<file path="config.mk">
export PLATFORM = sky130hd
export DESIGN_NAME = ordered_list_buffer_flat
export DESIGN_NICKNAME = d
export VERILOG_FILES = /design/src/rtl/olb_pkg.sv /design/src/rtl/olb_if.sv /design/src/rtl/olb_ram.sv /design/src/rtl/ordered_list_buffer.sv /design/src/flat_wrapper.sv
export SDC_FILE = /design/constraint.sdc
export NUM_CORES = 2
export LEC_CHECK = 0
export BUFFER_PORTS_ARGS = -buffer_cell sky130_fd_sc_hd__clkbuf_2
export CAP_MARGIN = 20
export CORE_AREA = 2 2 450 452
export CTS_CLUSTER_SIZE = 8
export DETAILED_ROUTE_END_ITERATION = 10
export DIE_AREA = 0 0 452 454
export SYNTH_ARGS = -nofsm -noshare
export SYNTH_HDL_FRONTEND = slang
export SYNTH_SLANG_ARGS = --single-unit
</file>
<file path="constraint.sdc">
create_clock -name clk -period 15.1 [get_ports clk]
set_clock_uncertainty 0.1 [all_clocks]
set_input_delay 0 -clock clk [delete_from_list [all_inputs] [get_ports clk]]
set_output_delay 0 -clock clk [all_outputs]
set_load 0.05 [all_outputs]
</file>
<file path="src/rtl/olb_pkg.sv">
// shared constants for the ordered list buffer: field widths, op and status codes
// no dependencies
`timescale 1ns / 1ps

package olb_pkg;

    localparam int OP_W     = 3;
    localparam int POS_W    = 7;
    localparam int ELEM_W   = 32;
    localparam int STATUS_W = 2;
    localparam int COUNT_W  = 7;

    localparam logic [OP_W-1:0] OP_APPEND    = 3'd0;
    localparam logic [OP_W-1:0] OP_READ      = 3'd1;
    localparam logic [OP_W-1:0] OP_OVERWRITE = 3'd2;
    localparam logic [OP_W-1:0] OP_REMOVE    = 3'd3;
    localparam logic [OP_W-1:0] OP_INSERT    = 3'd4;
    localparam logic [OP_W-1:0] OP_CONTAINS  = 3'd5;
    localparam logic [OP_W-1:0] OP_CLEAR     = 3'd6;

    localparam logic [STATUS_W-1:0] ST_OK      = 2'd0;
    localparam logic [STATUS_W-1:0] ST_INVALID = 2'd1;
    localparam logic [STATUS_W-1:0] ST_FULL    = 2'd2;

endpackage

</file>
<file path="src/rtl/olb_if.sv">
// request and response channel interfaces of the ordered list buffer
// depends on olb_pkg
`timescale 1ns / 1ps

interface olb_req_if;
    logic                       valid;
    logic                       ready;
    logic [olb_pkg::OP_W-1:0]   op;
    logic [olb_pkg::POS_W-1:0]  position;
    logic [olb_pkg::ELEM_W-1:0] element;

    modport source (output valid, op, position, element, input ready);
    modport sink (input valid, op, position, element, output ready);
endinterface

interface olb_rsp_if;
    logic                         valid;
    logic                         ready;
    logic [olb_pkg::STATUS_W-1:0] status;
    logic [olb_pkg::ELEM_W-1:0]   read_value;
    logic                         found;
    logic [olb_pkg::COUNT_W-1:0]  count;

    modport source (output valid, status, read_value, found, count, input ready);
    modport sink (input valid, status, read_value, found, count, output ready);
endinterface

</file>
<file path="src/rtl/olb_ram.sv">
// generic single write port, single read port ram with registered read data
// no dependencies
`timescale 1ns / 1ps

module olb_ram #(
    parameter int WIDTH = 32,
    parameter int DEPTH = 64
) (
    input  logic                     clk,
    input  logic                     we,
    input  logic [$clog2(DEPTH)-1:0] waddr,
    input  logic [WIDTH-1:0]         wdata,
    input  logic [$clog2(DEPTH)-1:0] raddr,
    output logic [WIDTH-1:0]         rdata
);

    logic [WIDTH-1:0] mem [DEPTH];
    logic [WIDTH-1:0] rdata_reg;

    always_ff @(posedge clk)
    begin
        if (we)
        begin
            mem[waddr] <= wdata;
        end
        rdata_reg <= mem[raddr];
    end

    assign rdata = rdata_reg;

endmodule

</file>
<file path="src/rtl/ordered_list_buffer.sv">
// ordered list buffer top level: request sequencer, entry ram, response register
// depends on olb_pkg, olb_if, olb_ram; ready is high only while the sequencer is idle
// append, overwrite, clear, insert at the end and rejected requests go from idle to done;
// read waits in a read wait state; remove shifts later entries down, insert below the end
// shifts up then writes, contains scans; the single ram port steps one entry a cycle
// reset clears the count and the response valid; entries stay undefined until written
`timescale 1ns / 1ps

module ordered_list_buffer #(
    parameter int CAPACITY = 64
) (
    input  logic        clk,
    input  logic        rst_n,
    olb_req_if.sink     req,
    olb_rsp_if.source   rsp
);

    localparam int IW      = (CAPACITY > 1) ? $clog2(CAPACITY) : 1;
    localparam int CW      = $clog2(CAPACITY + 1);
    localparam int EW      = ((CW > olb_pkg::POS_W) ? CW : olb_pkg::POS_W) + 1;
    localparam int COUNT_W = olb_pkg::COUNT_W;
    localparam int ELEM_W  = olb_pkg::ELEM_W;

    typedef enum logic [6:0] {
        S_IDLE     = 7'b0000001,
        S_RD_WAIT  = 7'b0000010,
        S_SHIFT_DN = 7'b0000100,
        S_SHIFT_UP = 7'b0001000,
        S_INS_WR   = 7'b0010000,
        S_SCAN     = 7'b0100000,
        S_DONE     = 7'b1000000
    } state_t;

    state_t                        state_reg, state_next;
    logic [CW-1:0]                 count_reg, count_next;
    logic [IW-1:0]                 idx_reg, idx_next;
    logic [IW-1:0]                 pos_reg, pos_next;
    logic [ELEM_W-1:0]             elem_reg, elem_next;
    logic [olb_pkg::STATUS_W-1:0]  res_status_reg, res_status_next;
    logic [ELEM_W-1:0]             res_value_reg, res_value_next;
    logic                          res_found_reg, res_found_next;
    logic                          out_valid_reg, out_valid_next;
    logic [olb_pkg::STATUS_W-1:0]  out_status_reg, out_status_next;
    logic [ELEM_W-1:0]             out_value_reg, out_value_next;
    logic                          out_found_reg, out_found_next;
    logic [COUNT_W-1:0]            out_count_reg, out_count_next;

    logic                          ram_we;
    logic [IW-1:0]                 ram_waddr;
    logic [ELEM_W-1:0]             ram_wdata;
    logic [IW-1:0]                 ram_raddr;
    logic [ELEM_W-1:0]             ram_rdata;

    logic [EW-1:0]                 pos_x;
    logic [EW-1:0]                 cnt_x;
    logic [EW-1:0]                 idx_x;
    logic                          elem_zero;
    logic                          list_full;
    logic [IW-1:0]                 req_pos;

    olb_ram #(
        .WIDTH (ELEM_W),
        .DEPTH (1 << IW)
    ) u_ram (
        .clk   (clk),
        .we    (ram_we),
        .waddr (ram_waddr),
        .wdata (ram_wdata),
        .raddr (ram_raddr),
        .rdata (ram_rdata)
    );

    assign pos_x     = EW'(req.position);
    assign cnt_x     = EW'(count_reg);
    assign idx_x     = EW'(idx_reg);
    assign elem_zero = (req.element == '0);
    assign list_full = (cnt_x == EW'(CAPACITY));
    assign req_pos   = IW'(req.position);

    assign req.ready      = (state_reg == S_IDLE);
    assign rsp.valid      = out_valid_reg;
    assign rsp.status     = out_status_reg;
    assign rsp.read_value = out_value_reg;
    assign rsp.found      = out_found_reg;
    assign rsp.count      = out_count_reg;

    always_comb
    begin
        state_next      = state_reg;
        count_next      = count_reg;
        idx_next        = idx_reg;
        pos_next        = pos_reg;
        elem_next       = elem_reg;
        res_status_next = res_status_reg;
        res_value_next  = res_value_reg;
        res_found_next  = res_found_reg;
        out_valid_next  = out_valid_reg;
        out_status_next = out_status_reg;
        out_value_next  = out_value_reg;
        out_found_next  = out_found_reg;
        out_count_next  = out_count_reg;
        ram_we          = 1'b0;
        ram_waddr       = idx_reg;
        ram_wdata       = ram_rdata;
        ram_raddr       = idx_reg;

        if (out_valid_reg && rsp.ready)
        begin
            out_valid_next = 1'b0;
        end

        case (state_reg)
            S_IDLE:
            begin
                if (req.valid)
                begin
                    pos_next        = req_pos;
                    elem_next       = req.element;
                    res_status_next = olb_pkg::ST_OK;
                    res_value_next  = '0;
                    res_found_next  = 1'b0;
                    state_next      = S_DONE;
                    case (req.op)
                        olb_pkg::OP_APPEND:
                        begin
                            if (elem_zero)
                            begin
                                res_status_next = olb_pkg::ST_INVALID;
                            end
                            else if (list_full)
                            begin
                                res_status_next = olb_pkg::ST_FULL;
                            end
                            else
                            begin
                                ram_we     = 1'b1;
                                ram_waddr  = IW'(count_reg);
                                ram_wdata  = req.element;
                                count_next = count_reg + CW'(1);
                            end
                        end
                        olb_pkg::OP_READ:
                        begin
                            if (pos_x >= cnt_x)
                            begin
                                res_status_next = olb_pkg::ST_INVALID;
                            end
                            else
                            begin
                                ram_raddr  = req_pos;
                                state_next = S_RD_WAIT;
                            end
                        end
                        olb_pkg::OP_OVERWRITE:
                        begin
                            if (elem_zero || (pos_x >= cnt_x))
                            begin
                                res_status_next = olb_pkg::ST_INVALID;
                            end
                            else
                            begin
                                ram_we    = 1'b1;
                                ram_waddr = req_pos;
                                ram_wdata = req.element;
                            end
                        end
                        olb_pkg::OP_REMOVE:
                        begin
                            if (pos_x >= cnt_x)
                            begin
                                res_status_next = olb_pkg::ST_INVALID;
                            end
                            else if ((pos_x + EW'(1)) < cnt_x)
                            begin
                                idx_next   = req_pos;
                                ram_raddr  = req_pos + IW'(1);
                                state_next = S_SHIFT_DN;
                            end
                            else
                            begin
                                count_next = count_reg - CW'(1);
                            end
                        end
                        olb_pkg::OP_INSERT:
                        begin
                            if (elem_zero || (pos_x > cnt_x))
                            begin
                                res_status_next = olb_pkg::ST_INVALID;
                            end
                            else if (list_full)
                            begin
                                res_status_next = olb_pkg::ST_FULL;
                            end
                            else if (pos_x == cnt_x)
                            begin
                                ram_we     = 1'b1;
                                ram_waddr  = req_pos;
                                ram_wdata  = req.element;
                                count_next = count_reg + CW'(1);
                            end
                            else
                            begin
                                idx_next   = IW'(count_reg);
                                ram_raddr  = IW'(count_reg) - IW'(1);
                                state_next = S_SHIFT_UP;
                            end
                        end
                        olb_pkg::OP_CONTAINS:
                        begin
                            if (elem_zero)
                            begin
                                res_status_next = olb_pkg::ST_INVALID;
                            end
                            else if (count_reg != '0)
                            begin
                                idx_next   = '0;
                                ram_raddr  = '0;
                                state_next = S_SCAN;
                            end
                        end
                        olb_pkg::OP_CLEAR:
                        begin
                            count_next = '0;
                        end
                        default:
                        begin
                            res_status_next = olb_pkg::ST_INVALID;
                        end
                    endcase
                end
            end
            S_RD_WAIT:
            begin
                res_value_next = ram_rdata;
                state_next     = S_DONE;
            end
            S_SHIFT_DN:
            begin
                // entry idx+1 arrives, lands one place down
                ram_we    = 1'b1;
                ram_waddr = idx_reg;
                ram_wdata = ram_rdata;
                if ((idx_x + EW'(2)) >= cnt_x)
                begin
                    count_next = count_reg - CW'(1);
                    state_next = S_DONE;
                end
                else
                begin
                    ram_raddr = idx_reg + IW'(2);
                    idx_next  = idx_reg + IW'(1);
                end
            end
            S_SHIFT_UP:
            begin
                // entry idx-1 arrives, lands one place up
                ram_we    = 1'b1;
                ram_waddr = idx_reg;
                ram_wdata = ram_rdata;
                if ((idx_reg - IW'(1)) == pos_reg)
                begin
                    state_next = S_INS_WR;
                end
                else
                begin
                    ram_raddr = idx_reg - IW'(2);
                    idx_next  = idx_reg - IW'(1);
                end
            end
            S_INS_WR:
            begin
                ram_we     = 1'b1;
                ram_waddr  = pos_reg;
                ram_wdata  = elem_reg;
                count_next = count_reg + CW'(1);
                state_next = S_DONE;
            end
            S_SCAN:
            begin
                if (ram_rdata == elem_reg)
                begin
                    res_found_next = 1'b1;
                    state_next     = S_DONE;
                end
                else if ((idx_x + EW'(1)) >= cnt_x)
                begin
                    state_next = S_DONE;
                end
                else
                begin
                    ram_raddr = idx_reg + IW'(1);
                    idx_next  = idx_reg + IW'(1);
                end
            end
            S_DONE:
            begin
                if (!out_valid_reg || rsp.ready)
                begin
                    out_valid_next  = 1'b1;
                    out_status_next = res_status_reg;
                    out_value_next  = res_value_reg;
                    out_found_next  = res_found_reg;
                    out_count_next  = COUNT_W'(count_reg);
                    state_next      = S_IDLE;
                end
            end
            default:
            begin
                state_next = S_IDLE;
            end
        endcase
    end

    always_ff @(posedge clk or negedge rst_n)
    begin
        if (!rst_n)
        begin
            state_reg     <= S_IDLE;
            count_reg     <= '0;
            out_valid_reg <= 1'b0;
        end
        else
        begin
            state_reg     <= state_next;
            count_reg     <= count_next;
            out_valid_reg <= out_valid_next;
        end
    end

    always_ff @(posedge clk)
    begin
        idx_reg        <= idx_next;
        pos_reg        <= pos_next;
        elem_reg       <= elem_next;
        res_status_reg <= res_status_next;
        res_value_reg  <= res_value_next;
        res_found_reg  <= res_found_next;
        out_status_reg <= out_status_next;
        out_value_reg  <= out_value_next;
        out_found_reg  <= out_found_next;
        out_count_reg  <= out_count_next;
    end

endmodule

</file>
<file path="src/flat_wrapper.sv">
// flat-port wrapper written by rule: the top's interface ports become plain ports
module ordered_list_buffer_flat 
#(
    parameter int CAPACITY = 64
)
  (clk, rst_n, req_valid, req_op, req_position, req_element, req_ready, rsp_valid, rsp_status, rsp_read_value, rsp_found, rsp_count, rsp_ready);
  olb_req_if req_i ();
  olb_rsp_if rsp_i ();
  input  logic clk;
  input  logic rst_n;
  input wire logic [$bits(req_i.valid)-1:0] req_valid;
  input wire logic [$bits(req_i.op)-1:0] req_op;
  input wire logic [$bits(req_i.position)-1:0] req_position;
  input wire logic [$bits(req_i.element)-1:0] req_element;
  output wire logic [$bits(req_i.ready)-1:0] req_ready;
  output wire logic [$bits(rsp_i.valid)-1:0] rsp_valid;
  output wire logic [$bits(rsp_i.status)-1:0] rsp_status;
  output wire logic [$bits(rsp_i.read_value)-1:0] rsp_read_value;
  output wire logic [$bits(rsp_i.found)-1:0] rsp_found;
  output wire logic [$bits(rsp_i.count)-1:0] rsp_count;
  input wire logic [$bits(rsp_i.ready)-1:0] rsp_ready;
  assign req_i.valid = req_valid;
  assign req_i.op = req_op;
  assign req_i.position = req_position;
  assign req_i.element = req_element;
  assign req_ready = req_i.ready;
  assign rsp_valid = rsp_i.valid;
  assign rsp_status = rsp_i.status;
  assign rsp_read_value = rsp_i.read_value;
  assign rsp_found = rsp_i.found;
  assign rsp_count = rsp_i.count;
  assign rsp_i.ready = rsp_ready;
  ordered_list_buffer #(.CAPACITY(CAPACITY)) u_core (.clk(clk), .rst_n(rst_n), .req(req_i), .rsp(rsp_i));
endmodule
</file>
# Word level (Yosys, flattened, before mapping)
# Memories as Yosys holds them, arrays and structs flattened. A register that Yosys moved wholly into a read port is not among the register bits.
# Cells that the tools add are included.
# classes
reduce_logical	22
n_eq_ne	36
add_sub_neg	11
n_lt_le_gt_ge	5
n_mux	96
# op_table
op	count
$mux 32	8
$mux 6	28
$mux 7	23
$pmux 32 s2	2
$pmux 32 s3	1
$pmux 6 s4	3
$pmux 7 s4	2
$pmux 7 s6	1
$pmux 6 s3	2
$eq 32x32->1	1
$logic_not 32->1	1
$ne 3x3->1 const B	7
$pmux 7 s3	1
$mux 1	17
$ge 8x7->1	2
$eq 7x7->1 const B	2
$add 6x1->6 const B	2
$pmux 2 s6	1
$pmux 6 s2	1
$sub 6x1->6 const B	2
$reduce_and 11->1	1
$reduce_and 10->1	1
$eq 3x3->1 const B	3
$add 7x1->8 const B	1
41 further kinds	57
# totals
out_inout_bits	44
n_memories	1
ff_bits	136
wordCells	184
in_bits	46
mem_bits_rw	2048
# mem_list
name	depth	width	rd	rd_ports_with_merged_regs	write_ports	line	text
u_core.u_ram.mem	64	32	1	1	1	olb_ram.sv:17	logic [WIDTH-1:0] mem [DEPTH];

# Longest topological paths before layout
# logic_depth
ltp_word	9
depth_mapped	22
ltp_nobuf	16

# Hierarchy
# From an unflattened synthesis, not the netlist that was laid out.
# unflattened
cells_unflattened	4312
area_unflattened_um2	87376.3
# by_module_without_submodules
module	cells_per_inst	n_inst	area_per_inst_um2	seq_area_each_um2
olb_ram	3511	1	79039.6	62139.6
ordered_list_buffer	801	1	8336.7	4010.1

# Least setup slack after synthesis
# OpenSTA, ideal clock, no wires.
# synth_timing
path_type	register to register
from	register u_core.count_reg[4]
to	memory u_core.u_ram.mem[13][0], enable pin
synth_period_minus_slack_ps	6044
path_buffers	3
path_stages_with_launch	17
required_ps	14539
t_arrival_ps	5483
setup_slack_ps	9056
setup_ps	461
cell_sequence	dfrtp_1 -> clkbuf_1 -> inv_1 -> ha_1 -> and4_1 -> o21ai_1 -> o21ba_2 -> buf_2 -> a31oi_1 -> nor2_1 -> and2_1 -> a22o_1 -> a222oi_1 -> nor2b_1 -> nand2b_1 -> clkbuf_1 -> nor3_1
# synth_via
elab_chain_len	9
word_cells_on_any_way	26
cone_classes	2 x order compare; 2 x eq/ne; 20 x mux; 2 x reduce/logical
# synth_rtl
element	line	text
start, declared	ordered_list_buffer.sv:35	logic [CW-1:0] count_reg, count_next;
start signal, assigned	ordered_list_buffer.sv:325	count_reg <= count_next;
parallel branches: the longest is 9 deep, another holds $gt 7x7->1	--	
end, declared	olb_ram.sv:17	
# Several ways; the timed one is not identified.

# Worst setup path in the final report
# layout_timing
from	register u_core.idx_reg[0]
to	register u_core.u_ram.rdata_reg[25] (netlist: u_core.u_ram.rdata[25]) (read register of u_core.u_ram.mem)
# layout_via
elab_chain_len	6
word_cells_on_any_way	24
cone_classes	6 x add/sub; 2 x order compare; 1 x eq/ne; 15 x mux
# layout_rtl
element	line	text
start, declared	ordered_list_buffer.sv:36	logic [IW-1:0] idx_reg, idx_next;
start signal, assigned	ordered_list_buffer.sv:332	idx_reg <= idx_next;
parallel branches: the longest is 5 deep, another holds $ge 8x7->1	--	
$pmux 6 s4 (*)	ordered_list_buffer.sv:112	case (state_reg)
end, declared	olb_ram.sv:18	logic [WIDTH-1:0] rdata_reg;
# Mark *: on every way between the ends.
# A chain may end at the register's enable or synchronous reset.

==> run_results.csv <==
group,metric,value,unit
logic_synthesis,synth_edf_count,2169,
floorplan,initial_core_util,44.6,%
sta,slew_viol_final,0,
cts,clkTransAtPathRegs,0.06,ns
floorplan,die_h,454,um
power,p_leak,36.2,nW
cells_and_area,layout_commonest_cell,"edfxtp_1",
critical_path,crit_start,"u_core.idx_reg[0]",
sta,min_period,8.10,ns
critical_path,arrival,8.77,ns
job,max_cap_violations,0,
global_routing,grt_pass1_wl,400000,um
critical_path,cp.required,15.77,ns
logic_synthesis,synthArstFlopShare,0.677,%
cts,numCtsBuffers,327,
critical_path,r2r_start,"u_core.idx_reg[0]",
critical_path,setup.worst_path.start_class,"flop",
logic_synthesis,synth.distinct_cells,78,
sta,period_share,53.6,%
floorplan,io_pins,90,
routing,dr.pass1.iters,9,
critical_path,max_stage_delay,0.80,ns
cts,cts_tree,"done",
critical_path,end_kind,"flop",
placement,dpl.cell_count,8980,
sta,setup_tns,0,ns
cells_and_area,largest_reg_flops,2048,
floorplan,die_x,452,um
cts,clockRootBuffer,"clkbuf_16",
cells_and_area,final_cell_count_no_fill,9537,
logic_synthesis,synth_top_area_cell,"edfxtp_1",
global_routing,grt_pass1_vias,54000,
global_routing,gr-usage-all-layers,27.2,%
sta,hold_violations,0,
logic_synthesis,synth.top_cell.area_share,72.6,%
logic_synthesis,synth.area.top_cells,"edfxtp_1 73%, nand2_1 6.2%, mux2i_1 5.0%",
critical_path,r2r_slack,7.00,ns
sta,rsz0062_at_grt,"no",
placement,gp_congestion,0.897,
logic_synthesis,synth_cells,6439,
critical_path,cp_slowest_cell,"buf_4",
sta,relSlewSlack,11.2,%
worst_hold_path,min-delay-start,"req_op[1]",
critical_path,crit_path_max_fanout,197,
cts,htree_levels,5,
sta,setup_viol,0,
cells_and_area,area_growth,15.4,%
global_routing,antenna_found_initial,17,
routing,vias,57600,
cts,postCtsSetupBuffers,0,
cells_and_area,layout.nets,6811,
cts,cts_buffer_depth,4,
routing,wl_per_cell,29.7,um
critical_path,path_class,"flop to flop",
power,power.ir.vdd_worst,0.195,mV
critical_path,path_buf_inv,4,
placement,hpwlAfterDp,151000,um
logic_synthesis,syn_area,89700,sq um
cts,worstSkewPairLatency,0.94,ns
sta,whs,0.0940,ns
global_routing,grt_overflow_total,0,
worst_hold_path,hold_class,"primary input to flop",
routing,vias_per_cell,6.04,
cells_and_area,drive_gt1_share,10.8,%
routing,drc,0,
floorplan,rows,165,
logic_synthesis,synth_seq_cells,2216,
run_status,status,"completed",
placement,portBuffers,89,
routing,wl,284000,um
logic_synthesis,yosysSeqAreaShare,73.8,%
sta,max_slew.worst_pin.slew,1.33,ns
sta,fin_ws,7.00,ns
routing,drt_iter0_markers,8276,
placement,place_ws,7.33,ns
cells_and_area,top_register,"u_core.u_ram.mem",
routing,ant_nets,0,
logic_synthesis,synth_ff_type,"edfxtp_1",
cells_and_area,final_cell_mix,"2169 x edfxtp_1, 1478 x nand2_1, 810 x nand3_1, 449 x mux2i_1, 334 x clkbuf_16",
critical_path,cp_cell_sequence,"ha_1 -> nand3_1 -> xnor2_1 -> ha_1 -> a21oi_1 -> o21ai_0 -> o21bai_1 -> a21o_1 -> o21ai_0 -> a221o_1 -> a21oi_4 -> buf_12 -> buf_12 -> buf_4 -> buf_4 -> mux2i_1 -> mux2i_1 -> a32oi_1 -> and4_1 -> nand4b_1",
power,power.density,190,nW/um^2
floorplan,die-area,205000,sq um
sta,fmax,123,MHz
critical_path,crit_family,"buffers and inverters",
cts,cts_num_sinks,2216,
logic_synthesis,synth_nets,6521,
floorplan,coreArea,201000,sq um
global_routing,grt_max_degree,198,
logic_synthesis,yosys_warnings,0,
logic_synthesis,synth_area_per_cell,13.9,sq um
-- per-stage QoR --
stage	instance area (sq um)	util, %	power [mW]
after floorplan	89700	-	11.1
after global placement	93700	46.6	13.2
after detailed placement	93700	46.6	13.2
after CTS	103000	51.5	19.7
after global routing	103000	51.5	20.3
final	104000	51.5	19.7
-- cell type report --
class / count / area (sq um)
clock buffers: 442 / 8760
diodes: 17 / 42.5
fillers: 16600 / 97400
inverters: 54 / 203
multi-input cells: 3776 / 22200
repair buffers: 354 / 2770
clock inverters: 6 / 71.3
well taps: 2672 / 3340
flip-flops and latches: 2216 / 66100
-- worst register-to-register path, cell delays in order (launching register included) --
cell and delay, ns:
edfxtp_1 0.71, ha_1 0.34, nand3_1 0.27, xnor2_1 0.23
ha_1 0.33, a21oi_1 0.07, o21ai_0 0.20, o21bai_1 0.16
a21o_1 0.33, o21ai_0 0.30, a221o_1 0.48, a21oi_4 0.19
buf_12 0.51, buf_12 0.95, buf_4 1.04, buf_4 0.73
mux2i_1 0.28, mux2i_1 0.09, a32oi_1 0.28, and4_1 0.24
nand4b_1 0.08
-- path summary, 6_finish.rpt --
kind / to / depth (start not counted)
max: u_core.u_ram.rdata[25] / 20
min: u_core.state_reg[1] / 3
max reg2reg: u_core.u_ram.rdata[25] / 20
min reg2reg: u_core.rsp.read_value[12] / 0
max in group asynchronous: u_core.count_reg[1] / 3
min in group asynchronous: u_core.state_reg[1] / 3
-- synthesized netlist by cell type, drive strengths merged, types with 14 or more instances --
library cell	instances
dfxtp	32
clkbuf	208
ha	36
a31oi	41
nand2	1478
o21ai	51
a21oi	69
inv	53
dfrtp	14
xnor2	52
nand4b	34
mux2i	449
edfxtp	2169
a32oi	125
and4	65
nor2	112
a211oi	36
nor2b	18
a222oi	38
buf	185
nand4	53
a22oi	33
nand3	810
and3	40
nor3	41
and2	41
-- where the power goes --
part | switching [mW] | internal, mW
Sequential | 0.227 | 7.78
Combinational | 3.96 | 1.28
Clock | 2.48 | 3.96
-- per-layer routing --
metal,up-vias,global-route usage [%],wire length [um]
met4,2,9.78,10300
met1,29100,37.8,114000
met2,3248,42.6,131000
li1,24700,-,-
met3,479,5.43,28500
met5,-,0,7
-- cell families (layout without fill, tap and decap cells) --
family	Yosys count	in the layout	synth area share (%)
other	0	17	0
adders and majority gates	36	36	0.502
xor gates and xnor gates	62	62	0.621
and+or+nand+nor	2739	2739	13.8
AOI/OAI and AO/OA	490	490	4.09
buffers and inverters	447	856	2.21
muxes	449	449	5.01
DFF	2216	2216	73.8
-- timing repair --
action,in CTS,in global routing
hold buffers,91,0
hold endpoints to repair,289,0
endpoints found under the setup margin,0,0
gates resized for setup,0,0
Power figures use the tool's default switching activity.
